**config.mk**
```make
export PLATFORM = sky130hd
export DESIGN_NAME = stairway_light_sequencer_core
export DESIGN_NICKNAME = d
export VERILOG_FILES = /design/src/sv/sls_pkg.sv /design/src/sv/sls_front.sv /design/src/sv/sls_queue.sv /design/src/sv/sls_back.sv /design/src/sv/stairway_light_sequencer_core.sv
export SDC_FILE = /design/constraint.sdc
export NUM_CORES = 2
export LEC_CHECK = 0
export BUFFER_PORTS_ARGS = -buffer_cell sky130_fd_sc_hd__buf_2
export CORE_UTILIZATION = 45
export CTS_CLUSTER_SIZE = 28
export DETAILED_ROUTE_END_ITERATION = 12
export PLACE_DENSITY = 0.64
export SYNTH_ARGS = -nofsm -noshare
export SYNTH_HDL_FRONTEND = slang
export SYNTH_SLANG_ARGS = --single-unit
```
**constraint.sdc**
```tcl
create_clock -name clk -period 18.95 [get_ports clk]
set_input_delay 0.9475 -clock clk [delete_from_list [all_inputs] [get_ports clk]]
set_output_delay 0.9475 -clock clk [all_outputs]
set_load 0.05 [all_outputs]
```
**src/sv/sls_pkg.sv**
```systemverilog
// Package for the stairway light sequencer: payload structs, constants, codes.
// No dependencies.
package sls_pkg;

  localparam int MAX_LEDS_DEF = 1024;
  localparam int ERROR_HOLD_MS = 1000;
  localparam int QUEUE_DEPTH = 2;

  localparam logic [1:0] KIND_RANGE = 2'd0;
  localparam logic [1:0] KIND_EMERG = 2'd1;
  localparam logic [1:0] KIND_STATUS = 2'd2;

  localparam logic [2:0] REG_DEBOUNCE = 3'd0;
  localparam logic [2:0] REG_TIMEOUT = 3'd1;
  localparam logic [2:0] REG_STEP = 3'd2;
  localparam logic [2:0] REG_LEDS = 3'd3;
  localparam logic [2:0] REG_BLOCK = 3'd4;
  localparam logic [2:0] REG_EUP = 3'd5;
  localparam logic [2:0] REG_EDOWN = 3'd6;
  localparam logic [2:0] REG_OPTS = 3'd7;

  localparam logic [2:0] M_IDLE = 3'd0;
  localparam logic [2:0] M_FIRST = 3'd1;
  localparam logic [2:0] M_SECOND = 3'd2;
  localparam logic [2:0] M_INC = 3'd3;
  localparam logic [2:0] M_DEC = 3'd4;

  typedef struct packed {
    logic [31:0] now_ms;
    logic        up_first_seen;
    logic        up_second_seen;
    logic        down_first_seen;
    logic        down_second_seen;
    logic [3:0]  sensor_error_mask;
    logic        ambient_bright;
  } in_item_t;

  typedef struct packed {
    logic [1:0] kind;
    logic       side;
    logic [9:0] first_index;
    logic [9:0] last_index;
    logic       turn_on;
    logic [7:0] people_now;
    logic       light_blocked;
    logic       error_lamp;
    logic       last;
  } out_item_t;

  // Classified poll handed from the front part to the back part.
  typedef struct packed {
    logic [31:0] now_ms;
    logic [1:0]  first_seen;
    logic [1:0]  emerg_fire;
    logic        blocked;
    logic [3:0]  wipe_start;
    logic        wipe_forced;
    logic [7:0]  people;
    logic        error_lamp;
  } cmd_t;

  typedef struct packed {
    logic [15:0] debounce_ms;
    logic [31:0] inactivity_timeout_ms;
    logic [15:0] step_interval_ms;
    logic [10:0] active_led_count;
    logic [15:0] hold_off_ms;
    logic [10:0] emergency_up_count;
    logic [10:0] emergency_down_count;
    logic [1:0]  option_bits;
  } cfg_t;

endpackage

```
**src/sv/sls_front.sv**
```systemverilog
// Front part: detectors, people count, timeout, hold-off and error lamp.
// Depends on sls_pkg; emits one cmd_t per accepted poll.
module sls_front
  import sls_pkg::*;
(
  input  logic     clk,
  input  logic     rst,
  input  cfg_t     cfg,
  input  logic     in_valid,
  output logic     in_ready,
  input  in_item_t in_item,
  input  logic     any_wipe,
  input  logic     q_done,
  input  logic     q_ready,
  output logic     q_valid,
  output cmd_t     q_cmd
);

  localparam int PEND_W = $clog2(QUEUE_DEPTH + 2);

  logic [2:0]  mode [2];
  logic [31:0] dstamp [2];
  logic [7:0]  people;
  logic [31:0] people_stamp;
  logic        blocked;
  logic        last_direction;
  logic [31:0] error_stamp;
  logic        error_lit;
  logic [31:0] hold_stamp [2];
  logic [PEND_W-1:0] pend_wipe;

  logic [2:0]  mode_next [2];
  logic [31:0] dstamp_next [2];
  logic [7:0]  people_next;
  logic [31:0] pstamp_next;
  logic        blocked_next;
  logic        dir_next;
  logic [3:0]  start;
  logic        forced;
  logic        need_idle;
  logic [3:0]  cur;
  logic [1:0]  emerg_fire;
  logic        accept;
  logic [31:0] now;

  // The inactivity check needs the wipe state left by all earlier polls.
  assign in_ready = q_ready && !(need_idle && pend_wipe != '0);
  assign accept = in_valid && in_ready;
  assign now = in_item.now_ms;

  always_comb begin
    logic s1, s2, gt;
    logic [31:0] age;
    logic [7:0] prev;
    cur = {in_item.down_second_seen, in_item.down_first_seen,
           in_item.up_second_seen, in_item.up_first_seen} & ~in_item.sensor_error_mask;
    blocked_next = (in_item.ambient_bright && !cfg.option_bits[0]) ?
                   (blocked || people == 8'd0) : 1'b0;
    people_next = people;
    pstamp_next = people_stamp;
    dir_next = last_direction;
    start = 4'd0;
    forced = 1'b0;
    prev = people;
    for (int d = 0; d < 2; d++) begin
      s1 = cur[2*d];
      s2 = cur[2*d+1];
      age = now - dstamp[d];
      gt = age > {16'd0, cfg.debounce_ms};
      mode_next[d] = mode[d];
      dstamp_next[d] = dstamp[d];
      if (blocked_next) begin
        mode_next[d] = M_IDLE;
        dstamp_next[d] = now;
      end else begin
        unique case (mode[d])
          M_IDLE: begin
            if (s1) begin
              mode_next[d] = M_FIRST; dstamp_next[d] = now;
            end else if (s2) begin
              mode_next[d] = M_SECOND; dstamp_next[d] = now;
            end
          end
          M_FIRST: begin
            if (!s1 && gt) begin
              mode_next[d] = M_IDLE; dstamp_next[d] = now;
            end else if (s2) begin
              mode_next[d] = M_INC; dstamp_next[d] = now;
              if (people_next != 8'd255) people_next = people_next + 8'd1;
              pstamp_next = now;
            end
          end
          M_SECOND: begin
            if (!s2 && gt) begin
              mode_next[d] = M_IDLE; dstamp_next[d] = now;
            end else if (s1) begin
              mode_next[d] = M_DEC; dstamp_next[d] = now;
              if (people_next != 8'd0) begin
                people_next = people_next - 8'd1;
                pstamp_next = now;
              end
            end
          end
          M_INC, M_DEC: begin
            if (!s1 && !s2 && gt) begin
              mode_next[d] = M_IDLE; dstamp_next[d] = now;
            end
          end
          default: ;
        endcase
      end
    end
    // Wipe position checks against N are done by the back part.
    if (prev != people_next) begin
      if (people_next > prev) begin
        if (mode_next[0] == M_INC) begin
          dir_next = 1'b0; start[0] = 1'b1;
        end
        if (mode_next[1] == M_INC) begin
          dir_next = 1'b1; start[2] = 1'b1;
        end
      end else if (people_next == 8'd0) begin
        start[1] = (mode_next[0] == M_DEC);
        start[3] = (mode_next[1] == M_DEC);
      end
    end
    need_idle = people_next != 8'd0 && start == 4'd0 &&
                (now - pstamp_next) > cfg.inactivity_timeout_ms;
    if (need_idle && !any_wipe) begin
      people_next = 8'd0;
      forced = 1'b1;
      if (dir_next) start[1] = 1'b1;
      else start[3] = 1'b1;
    end
    for (int d = 0; d < 2; d++) begin
      emerg_fire[d] = cur[2*d] && !blocked_next && !cfg.option_bits[1] &&
                      (mode_next[d] != M_SECOND) &&
                      (now - hold_stamp[d]) > {16'd0, cfg.hold_off_ms};
    end
  end

  // pend_wipe counts polls accepted and not yet finished by the back part.
  always_ff @(posedge clk) begin
    if (rst) begin
      for (int d = 0; d < 2; d++) begin
        mode[d] <= M_IDLE;
        dstamp[d] <= '0;
        hold_stamp[d] <= '0;
      end
      people <= '0;
      people_stamp <= '0;
      blocked <= 1'b0;
      last_direction <= 1'b0;
      error_stamp <= '0;
      error_lit <= 1'b0;
      q_valid <= 1'b0;
      pend_wipe <= '0;
    end else begin
      if (q_valid && q_ready && !accept) q_valid <= 1'b0;
      if (accept) begin
        for (int d = 0; d < 2; d++) begin
          mode[d] <= mode_next[d];
          dstamp[d] <= dstamp_next[d];
          if (mode_next[d] == M_SECOND) hold_stamp[d] <= now;
        end
        people <= people_next;
        people_stamp <= pstamp_next;
        blocked <= blocked_next;
        last_direction <= dir_next;
        q_valid <= 1'b1;
        q_cmd.now_ms <= now;
        q_cmd.emerg_fire <= emerg_fire;
        q_cmd.first_seen <= {cur[2], cur[0]};
        q_cmd.blocked <= blocked_next;
        q_cmd.wipe_start <= start;
        q_cmd.wipe_forced <= forced;
        q_cmd.people <= people_next;
        if (in_item.sensor_error_mask != 4'd0) begin
          error_stamp <= now;
          error_lit <= 1'b1;
          q_cmd.error_lamp <= 1'b1;
        end else if ((now - error_stamp) > 32'(ERROR_HOLD_MS)) begin
          error_lit <= 1'b0;
          q_cmd.error_lamp <= 1'b0;
        end else begin
          q_cmd.error_lamp <= error_lit;
        end
      end
      pend_wipe <= pend_wipe + PEND_W'(accept) - PEND_W'(q_done);
    end
  end

endmodule

```
**src/sv/sls_queue.sv**
```systemverilog
// Short queue between the front and the back part.
// Depends on sls_pkg for cmd_t.
module sls_queue
  import sls_pkg::*;
#(
  parameter int DEPTH = QUEUE_DEPTH
) (
  input  logic clk,
  input  logic rst,
  input  logic in_valid,
  output logic in_ready,
  input  cmd_t in_cmd,
  output logic out_valid,
  input  logic out_ready,
  output cmd_t out_cmd
);

  localparam int AW = $clog2(DEPTH);
  cmd_t mem [DEPTH];
  logic [AW-1:0] wp, rp;
  logic [AW:0] count;
  logic push, pop;

  assign in_ready = count != (AW+1)'(DEPTH);
  assign out_valid = count != '0;
  assign out_cmd = mem[rp];
  assign push = in_valid && in_ready;
  assign pop = out_valid && out_ready;

  always_ff @(posedge clk) begin
    if (rst) begin
      wp <= '0; rp <= '0; count <= '0;
    end else begin
      if (push) begin
        wp <= (wp == AW'(DEPTH-1)) ? '0 : wp + 1'b1;
      end
      if (pop) begin
        rp <= (rp == AW'(DEPTH-1)) ? '0 : rp + 1'b1;
      end
      count <= count + (AW+1)'(push) - (AW+1)'(pop);
    end
  end

  always_ff @(posedge clk) begin
    if (push) mem[wp] <= in_cmd;
  end

endmodule

```
**src/sv/sls_back.sv**
```systemverilog
// Back part: emits emergency, wipe and status items for each queued poll.
// Depends on sls_pkg; at most one item per cycle into an output register, unless stalled.
module sls_back
  import sls_pkg::*;
#(
  parameter int MAX_LEDS = MAX_LEDS_DEF
) (
  input  logic      clk,
  input  logic      rst,
  input  cfg_t      cfg,
  input  logic      q_valid,
  output logic      q_ready,
  input  cmd_t      q_cmd,
  output logic      any_wipe,
  output logic      out_valid,
  input  logic      out_ready,
  output out_item_t out_item
);

  localparam int PW = $clog2(MAX_LEDS + 1);

  typedef enum logic [1:0] {S_LOAD, S_RUN} state_t;

  state_t      state;
  logic [3:0]  phase;
  logic        stepping;
  logic [31:0] step_stamp;
  logic [3:0]  active;
  logic [PW-1:0] pos [4];
  logic [PW-1:0] nl;
  logic [PW-1:0] end_v;
  logic [PW-1:0] lo_v, hi_v;
  logic        emit;
  logic        fire;
  out_item_t   item;
  logic        slot_free;
  logic [3:0]  act_eff;
  logic [1:0]  w;

  assign slot_free = !out_valid || out_ready;
  assign fire = state == S_RUN && emit && slot_free;
  assign any_wipe = active != 4'd0;
  assign nl = (32'(cfg.active_led_count) > MAX_LEDS) ? PW'(MAX_LEDS)
            : PW'(cfg.active_led_count);
  assign q_ready = state == S_RUN && phase == 4'd8 && slot_free;
  assign w = 2'(phase - 4'd4);

  // Starts are taken only when a wipe's position is not already at N, or when forced.
  always_comb begin
    act_eff = active;
    for (int i = 0; i < 4; i++) begin
      if (q_cmd.wipe_start[i] && (pos[i] != nl || q_cmd.wipe_forced)) act_eff[i] = 1'b1;
    end
  end

  always_comb begin
    logic [31:0] ec;
    emit = 1'b0;
    item = '0;
    end_v = pos[w];
    lo_v = '0;
    hi_v = '0;
    ec = '0;
    if (phase <= 4'd1) begin
      emit = q_cmd.emerg_fire[phase[0]];
      item.kind = KIND_EMERG;
      item.side = phase[0];
      item.turn_on = 1'b1;
    end else if (phase <= 4'd3) begin
      emit = stepping && !q_cmd.first_seen[phase[0]];
      item.kind = KIND_EMERG;
      item.side = phase[0];
    end else if (phase <= 4'd7) begin
      ec = 32'(pos[w]);
      if (!cfg.option_bits[1] && w == 2'd0 && 32'(cfg.emergency_up_count) > ec)
        ec = 32'(cfg.emergency_up_count);
      if (!cfg.option_bits[1] && w == 2'd2 && 32'(cfg.emergency_down_count) > ec)
        ec = 32'(cfg.emergency_down_count);
      if (ec > 32'(nl) - 32'd1) ec = 32'(nl) - 32'd1;
      end_v = PW'(ec);
      if (w == 2'd0 || w == 2'd3) begin
        lo_v = pos[w]; hi_v = end_v;
      end else begin
        lo_v = nl - 1'b1 - end_v; hi_v = nl - 1'b1 - pos[w];
      end
      emit = stepping && active[w] && pos[w] < nl;
      item.kind = KIND_RANGE;
      item.first_index = 10'(lo_v);
      item.last_index = 10'(hi_v);
      item.turn_on = (w == 2'd0 || w == 2'd2);
    end else begin
      emit = 1'b1;
      item.kind = KIND_STATUS;
      item.people_now = q_cmd.people;
      item.light_blocked = q_cmd.blocked;
      item.error_lamp = q_cmd.error_lamp;
      item.last = 1'b1;
    end
  end

  always_ff @(posedge clk) begin
    if (rst) begin
      state <= S_LOAD;
      phase <= '0;
      stepping <= 1'b0;
      step_stamp <= '0;
      active <= '0;
      for (int i = 0; i < 4; i++) pos[i] <= '0;
      out_valid <= 1'b0;
    end else begin
      if (fire) begin
        out_valid <= 1'b1;
        out_item <= item;
      end else if (out_ready) begin
        out_valid <= 1'b0;
      end
      unique case (state)
        S_LOAD: begin
          if (q_valid) begin
            active <= act_eff;
            stepping <= (q_cmd.now_ms - step_stamp) > {16'd0, cfg.step_interval_ms};
            if ((q_cmd.now_ms - step_stamp) > {16'd0, cfg.step_interval_ms})
              step_stamp <= q_cmd.now_ms;
            phase <= '0;
            state <= S_RUN;
          end
        end
        S_RUN: begin
          if (!emit || slot_free) begin
            if (phase >= 4'd4 && phase <= 4'd7 && stepping && active[w]) begin
              if (pos[w] >= nl) begin
                pos[w] <= '0;
                active[w] <= 1'b0;
              end else begin
                pos[w] <= end_v + 1'b1;
              end
            end
            if (phase == 4'd8) state <= S_LOAD;
            else phase <= phase + 4'd1;
          end
        end
        default: state <= S_LOAD;
      endcase
    end
  end

endmodule

```
**src/sv/stairway_light_sequencer_core.sv**
```systemverilog
// Top level of the stairway light sequencer: config registers, front, queue, back.
// Depends on sls_pkg, sls_front, sls_queue and sls_back.
//
// Each accepted poll is classified by the front part, registered and queued;
// the back part then handles each poll in one load step and nine result
// slots, writing at most one item per cycle into the output register while
// the output is not stalled. Polls may keep arriving while earlier ones
// drain, except that a poll whose inactivity check is due waits at the input
// until all earlier polls have finished, since that check depends on whether
// a wipe is running.
module stairway_light_sequencer_core
  import sls_pkg::*;
#(
  parameter int MAX_LEDS = MAX_LEDS_DEF
) (
  input  logic        clk,
  input  logic        rst,
  input  logic        cfg_we,
  input  logic [2:0]  cfg_index,
  input  logic [31:0] cfg_data,
  input  logic        in_valid,
  output logic        in_ready,
  input  in_item_t    in_item,
  output logic        out_valid,
  input  logic        out_ready,
  output out_item_t   out_item
);

  cfg_t cfg;
  logic fq_valid, fq_ready, qb_valid, qb_ready, any_wipe, q_done;
  cmd_t fq_cmd, qb_cmd;

  assign q_done = qb_valid && qb_ready;

  always_ff @(posedge clk) begin
    if (rst) begin
      cfg.debounce_ms <= 16'd200;
      cfg.inactivity_timeout_ms <= 32'd60000;
      cfg.step_interval_ms <= 16'd30;
      cfg.active_led_count <= 11'd16;
      cfg.hold_off_ms <= 16'd2000;
      cfg.emergency_up_count <= '0;
      cfg.emergency_down_count <= '0;
      cfg.option_bits <= '0;
    end else if (cfg_we) begin
      unique case (cfg_index)
        REG_DEBOUNCE: cfg.debounce_ms <= cfg_data[15:0];
        REG_TIMEOUT:  cfg.inactivity_timeout_ms <= cfg_data;
        REG_STEP:     cfg.step_interval_ms <= cfg_data[15:0];
        REG_LEDS:     cfg.active_led_count <= cfg_data[10:0];
        REG_BLOCK:    cfg.hold_off_ms <= cfg_data[15:0];
        REG_EUP:      cfg.emergency_up_count <= cfg_data[10:0];
        REG_EDOWN:    cfg.emergency_down_count <= cfg_data[10:0];
        REG_OPTS:     cfg.option_bits <= cfg_data[1:0];
        default: ;
      endcase
    end
  end

  sls_front u_front (
    .clk, .rst, .cfg, .in_valid, .in_ready, .in_item, .any_wipe, .q_done,
    .q_ready(fq_ready), .q_valid(fq_valid), .q_cmd(fq_cmd)
  );

  sls_queue #(.DEPTH(QUEUE_DEPTH)) u_queue (
    .clk, .rst, .in_valid(fq_valid), .in_ready(fq_ready), .in_cmd(fq_cmd),
    .out_valid(qb_valid), .out_ready(qb_ready), .out_cmd(qb_cmd)
  );

  sls_back #(.MAX_LEDS(MAX_LEDS)) u_back (
    .clk, .rst, .cfg, .q_valid(qb_valid), .q_ready(qb_ready), .q_cmd(qb_cmd),
    .any_wipe, .out_valid, .out_ready, .out_item
  );

endmodule

```
### Word level (Yosys, flattened, before mapping)

Memories as Yosys holds them, arrays and structs flattened. A register that Yosys moved wholly into a read port is not among the register bits.
Cells that the tools add are included.

* register bits after elaboration: 327
* memories kept: 5
* output and inout bits: 37
* bits in latches: 0
* ROM bits: 0
* bits of input ports: 81
* memory bits (writable): 280
* word-level logic and storage cells: 446

* $lt $le $gt $ge: 21
* reductions and logical operators: 110
* equal/unequal tests: 45
* bitwise logic cells: 13
* div/mod/pow operators: 0
* $mul: 0
* muxes and demuxes: 183
* shift-type cells: 0
* add/sub/neg operators: 24

Memory list
* u_queue.mem: words 2, bits a word 51, rd ports 1, clocked after memory_dff 1, write ports 1, RTL line sls_queue.sv:19 `cmd_t mem [DEPTH];`
* u_front.dstamp: words 2, bits a word 32, rd ports 2, clocked after memory_dff 0, write ports 2, RTL line sls_front.sv:22 `logic [31:0] dstamp [2];`
* u_front.hold_stamp: words 2, bits a word 32, rd ports 2, clocked after memory_dff 0, write ports 2, RTL line sls_front.sv:29 `logic [31:0] hold_stamp [2];`
* u_back.pos: words 4, bits a word 11, rd ports 5, clocked after memory_dff 0, write ports 4, RTL line sls_back.sv:29 `logic [PW-1:0] pos [4];`
* u_front.mode: words 2, bits a word 3, rd ports 2, clocked after memory_dff 0, write ports 2, RTL line sls_front.sv:21 `logic [2:0] mode [2];`

Operator list (count)
* 32-bit 2-to-1 mux: 37
* 32-bit case mux with 4 select lines: 2
* 32-bit subtractor: 7
* 32-bit by 16-bit greater-than comparator with 1-bit output: 5
* 11-bit 2-to-1 mux: 12
* 32-bit case mux with 2 select lines: 2
* 8-bit 2-to-1 mux: 15
* 1-bit 2-to-1 mux: 72
* 32-bit greater-than comparator: 2
* 3-bit 2-to-1 mux: 18
* 1-bit logical AND: 45
* 11-bit != test: 4
* 11-bit by 32-bit greater-than comparator with 1-bit output: 1
* 32-bit by 10-bit greater-than comparator with 1-bit output (second input constant): 1
* 4-bit 2-to-1 mux: 8
* 8-bit case mux with 2 select lines: 2
* 3-bit by 2-bit == test with 1-bit output (second input constant): 10
* 3-bit == test (second input constant): 8
* 3-bit case mux with 4 select lines: 2
* 2-bit AND reduction: 12
* 6-bit AND reduction: 4
* 8-bit nonzero test: 3
* 10-bit 2-to-1 mux: 2
* 10-bit subtractor: 2
* 54 further kinds: 120

### Depth between registers and ports, before layout

* depth after elaboration: 28
* mapped depth: 73
* depth with buffers taken out: 69

### Cells and area by module

Synthesis repeated with hierarchy kept, for this count alone.

* cells, all modules: 4960
* area total of the unflattened synthesis: 44799.2 sq um

By module, submodules not included
* sls_front: seq. area each 7116.8 sq um, times used 1, cells an instance 3114, area each 25403.1 sq um
* sls_back: seq. area each 3243.1 sq um, times used 1, cells an instance 1220, area each 10792.9 sq um
* stairway_light_sequencer_core: seq. area each 2302.2 sq um, times used 1, cells an instance 438, area each 4678.2 sq um
* sls_queue: seq. area each 3163.0 sq um, times used 1, cells an instance 188, area each 3925.0 sq um

### Worst setup path before layout

No wires, ideal clock.

* path type: in2reg
* start point: input in_item[9] in the netlist's numbering
* end point: memory u_front.dstamp[0][0] (enable)
* library setup time: 0.466 ns
* data arrival time: 14.334 ns
* setup slack: 4.151 ns
* data required time: 18.484 ns
* stages: 60
* cells stage by stage: inv_1 > ha_1 > fa_1 > nor2b_1 > o31ai_2 > a211o_1 > nand3b_1 > a31o_1 > xor2_1 > ha_1 > a21oi_1 > nand2_1 > a211oi_1 > a21oi_1 > a2111o_1 > nor4_2 > nand4_2 > o41a_1 > (+24 left out) > o21a_1 > nor2_1 > nand2_1 > a31oi_1 > a211o_1 > a21oi_1 > o21bai_1 > a21oi_1 > xnor2_1 > ha_1 > nand4_1 > or2_2 > nor3_1 > and3_1 > nor4_1 > o41ai_4 > o21ai_2 > o21ai_0

RTL lines
* from (decl): RTL line stairway_light_sequencer_core.sv:23 `input in_item_t in_item,`
* to (decl): RTL line sls_front.sv:22

### Worst setup path after layout

* start point: input in_item[10] in the netlist's numbering
* end point: output in_ready

* elaborated cells between the ends (all ways): 75
* those cells by class: add/sub (5); order compare (4); eq/ne (6); mux (45); reduce/logical (15)

RTL lines
* 32-bit subtractor: RTL line sls_front.sv:68 `age = now - dstamp[d];`
* 32-bit by 16-bit greater-than comparator with 1-bit output: RTL line sls_front.sv:69 `gt = age > {16'd0, cfg.debounce_ms};`
* 1-bit logical AND, on equally long branches: RTL line sls_front.sv:94, sls_front.sv:85
* 8-bit 2-to-1 mux, on equally long branches: RTL line sls_front.sv:94, sls_front.sv:85
* 8-bit case mux with 2 select lines: RTL line sls_front.sv:76 `unique case (mode[d])`
* 8-bit 2-to-1 mux: RTL line sls_front.sv:72 `if (blocked_next) begin`
* 8-bit nonzero test: RTL line sls_front.sv:98 `if (people_next != 8'd0) begin`
* 32-bit 2-to-1 mux: RTL line sls_front.sv:98
* (+3 left out)
* 32-bit 2-to-1 mux *: RTL line sls_front.sv:72
* named net u_front.pstamp_next[0]: RTL line sls_front.sv:35 `logic [31:0] pstamp_next;`
* 32-bit subtractor *: RTL line sls_front.sv:128 `(now - pstamp_next) > cfg.inactivity_timeout_ms;`
* 32-bit greater-than comparator *: RTL line sls_front.sv:128
* 1-bit logical AND *: RTL line sls_front.sv:127 `need_idle = people_next != 8'd0 && start == 4'd0 &&`
* 1-bit logical AND *: RTL line sls_front.sv:47 `assign in_ready = q_ready && !(need_idle && pend_wipe != '0);`
* 1-bit logical NOT *: RTL line sls_front.sv:47
* 1-bit logical AND *: RTL line sls_front.sv:47
* to (decl): RTL line stairway_light_sequencer_core.sv:22 `output logic in_ready,`

The timed path passes the listed nets; every way through them passes the cells marked *.

==> results.ini <==
[logic_synthesis]
synth_area_leader_cell = edfxtp_1
synth_top_family_by_area = compound AO/OA/AOI/OAI gates
synthTopCellsByCount = nand2_1 (476), inv_1 (438), ha_1 (415), nor2_1 (391), a21oi_1 (385)
syn_inst = 4786
ys_types = 100
synth_adder_area_share_pct = 12.5
synth_mux_area_share_pct = 5.89
synth-simple-area-share_pct = 16.4
syn_avg_cell_area_um2 = 9.00
netlist_area_um2 = 43100
synth.area.top_cells = edfxtp_1 (25%), ha_1 (12%), dfxtp_1 (11%), a21oi_1 (4.5%), nand2_1 (4.1%)
synth_xor_area_share_pct = 4.41
async_reset_ff_share_pct = 0
synth-seq-cells = 608
ys_warn_count = 0
yosysSeqAreaShare_pct = 36.7
synth_edf_count = 365
ys.flop_type = edfxtp_1
synth.most_common_cell = nand2_1
syn_nets = 5291
synth_top_area_share_pct = 25.4
synth-compound-area-share_pct = 18.2

[power]
powerDensity_nw_per_um2 = 91.7
ir_worst_vdd_mv = 0.0681
p_int_w = 0.00286
p_leak_nw = 19.0
pwr-share-comb_pct = 31.7
clockPowerShare_pct = 32.8
power_frac_seq_pct = 35.5
p_sw_w = 0.00149
switching_share_pct = 34.3

[floorplan]
initial_core_util_pct = 45.4
die_w_um = 311
row_count = 113
fp.dieH_um = 311
core-area_um2 = 94900
num_io_pins = 118
dieArea_um2 = 97000

[finish]
multi_input_area_um2 = 24800
drive_gt1_share_pct = 8.77
seq_area_um2 = 15800
layout.nets = 5339
fill_cells = 9010
stdcell_count = 6160
final_util_pct = 50.0
syn_to_final_growth_pct = 10.1

[placed_design]
dp_cells = 6025
dp_hpwl_um = 96300
io_buffers = 117
place_congestion = 0.958

[route]
drt_pass1_iterations = 5
antenna_left = 0
detail_route.wl_per_cell_um = 21.1
drt_iter0_drc = 2796
vias_per_cell = 5.77
drc_errors = 0
vias = 35564
wl_um = 130000

[sta]
fmax_ghz = 0.0617
slew_headroom_pct = 19.9
worst_pin_slew_ns = 1.20
period_minus_slack_ns = 16.20
worst_clock_skew_ns = 0.0367
drv_slew = 0
rsz0062_at_grt = false
worst_hold_slack_ns = 0.444
tns_ns = 0
finalHoldViolations = 0
setup_viol = 0
finalCritPeriodShare_pct = 85.5

[worst_setup_path]
critPathKind = in2out
path_max_fanout = 17
required_ns = 18.00
crit_top_cell = a21oi_1
crit_slowest_cell = nor4_1
cpPeakStageDelay_ns = 0.95
worstSetupEndpointType = primary output
crit_arrival_ns = 15.25
start_kind = input pin

[flow_run]
drv_cap = 0

[clock_network]
cts_buffers = 72
root_buffer = clkbuf_16
cts-resized-gates = 0
clock_sinks = 608
post_cts_buffers = 0
cts_tree = yes
htreeDepth = 3
clk_pin_slew_ns = 0.06
cts_max_path_buffers = 3
cts_hold_buf = 0
clock_latency_ns = 0.67

[grt]
grt_pass1_wl_um = 198000
grtUsageTotal_pct = 26.3
grt-ovfl-total = 0
antenna_found_initial = 7
grt_pass1_vias = 34197
grt_start_max_net_pins = 83

[worst_hold_path]
hold_class = reg2reg

[outcome]
outcome = finished, final reports clean

path summary, 6_finish.rpt:
kind                            cells past startpoint  slack, ns            endpoint            startpoint
worst max-delay path                               57       2.75            in_ready           in_item[10]
worst min-delay path                                0       0.44  u_queue.mem[0][43]     u_front.q_cmd[43]
worst max register to register                     57       3.30    u_front.q_cmd[6]  u_front.dstamp[0][0]
worst min register to register                      0       0.44  u_queue.mem[0][43]     u_front.q_cmd[43]
through the flow:
step	worst slack, ns	total power (W)	instance area [µm²]
2_1_floorplan	4.15	0.00257	43100
3_3_place_gp	2.82	0.00291	45000
3_5_place_dp	2.54	0.00294	45000
4_1_cts	2.89	0.00437	47400
5_1_grt	1.51	0.00458	47400
6_report	2.75	0.00435	47400
cell type report:
type / instances / share of cell area (%)
antenna: 2 / 0.0106
clock buffer: 98 / 4.27
clock inverter: 35 / 0.868
inverter: 443 / 3.51
multi-input combinational: 3529 / 52.4
sequential: 608 / 33.4
tap: 1265 / 3.34
timing repair buffer: 180 / 2.24
critical path, delay by kind of cell:
family | cells | cell delay [ns]
adders and majority gates | 5 | 1.66
AOI/OAI and AO/OA | 31 | 7.52
buffers and inverters | 4 | 0.91
xor gates and xnor gates | 2 | 0.26
and+or+nand+nor | 14 | 3.69
muxes | 1 | 0.28
power by group through the flow:
stage	Combinational, W	Clock (W)	Sequential (W)
finish	0.00138	0.00142	0.00154
global route	0.00154	0.00150	0.00155
detailed placement	0.00137	0	0.00157
global placement	0.00135	0	0.00157
floorplan	0.00101	0	0.00156
CTS	0.00137	0.00145	0.00154
kinds of logic after synthesis:
| kind of cell | count (synthesis) |
|---|---|
| flops | 608 |
| simple gates | 1473 |
| mux | 231 |
| xor+xnor | 217 |
| fa+ha+maj | 424 |
| buf+inv | 649 |
| compound gates | 1184 |
layout by cell type (no fill, tap or decap), drive strengths merged, types with 21 or more instances in the layout:
master,count
mux2i,176
nand4,63
edfxtp,365
o21bai,31
buf,180
o211a,34
clkinv,24
or3,26
nor2b,94
nand3,89
nor3,91
ha,415
a31oi,40
nor4,27
nand2,476
dfxtp,243
o21a,60
nand2b,69
and3,31
nor2,391
xnor2,139
inv,446
mux2,41
and2,21
o211ai,76
o31ai,22
nor3b,42
clkbuf,98
o21ai,179
a211oi,78
xor2,78
a21oi,387
a21o,81
state kept, by name, indices dropped and copies added, names as in the netlist, 2 cells and up, named ones only:
register              cells
u_front.dstamp           64
cfg                     115
u_back.phase              4
u_front.people            8
u_back.active             4
u_queue.mem             102
u_front.hold_stamp       64
u_front.people_stamp     32
u_back.out_item          34
u_front.pend_wipe         2
u_back.pos               44
u_back.step_stamp        32
u_front.error_stamp      32
u_queue.count             2
u_front.q_cmd            51
u_front.mode              6
routing by layer:
metal / GRT usage [%] / vias up / share of wire (%) / wire length, µm
met1: 33.4 / 16941 / 42 / 54800
met4: 12.0 / 4 / 4.9 / 6310
met3: 3.54 / 251 / 5.7 / 7380
met5: 0 / - / 0.026 / 34
li1: - / 17311 / - / -
met2: 44.3 / 1057 / 47 / 61100
Power figures use the tool's default switching activity.
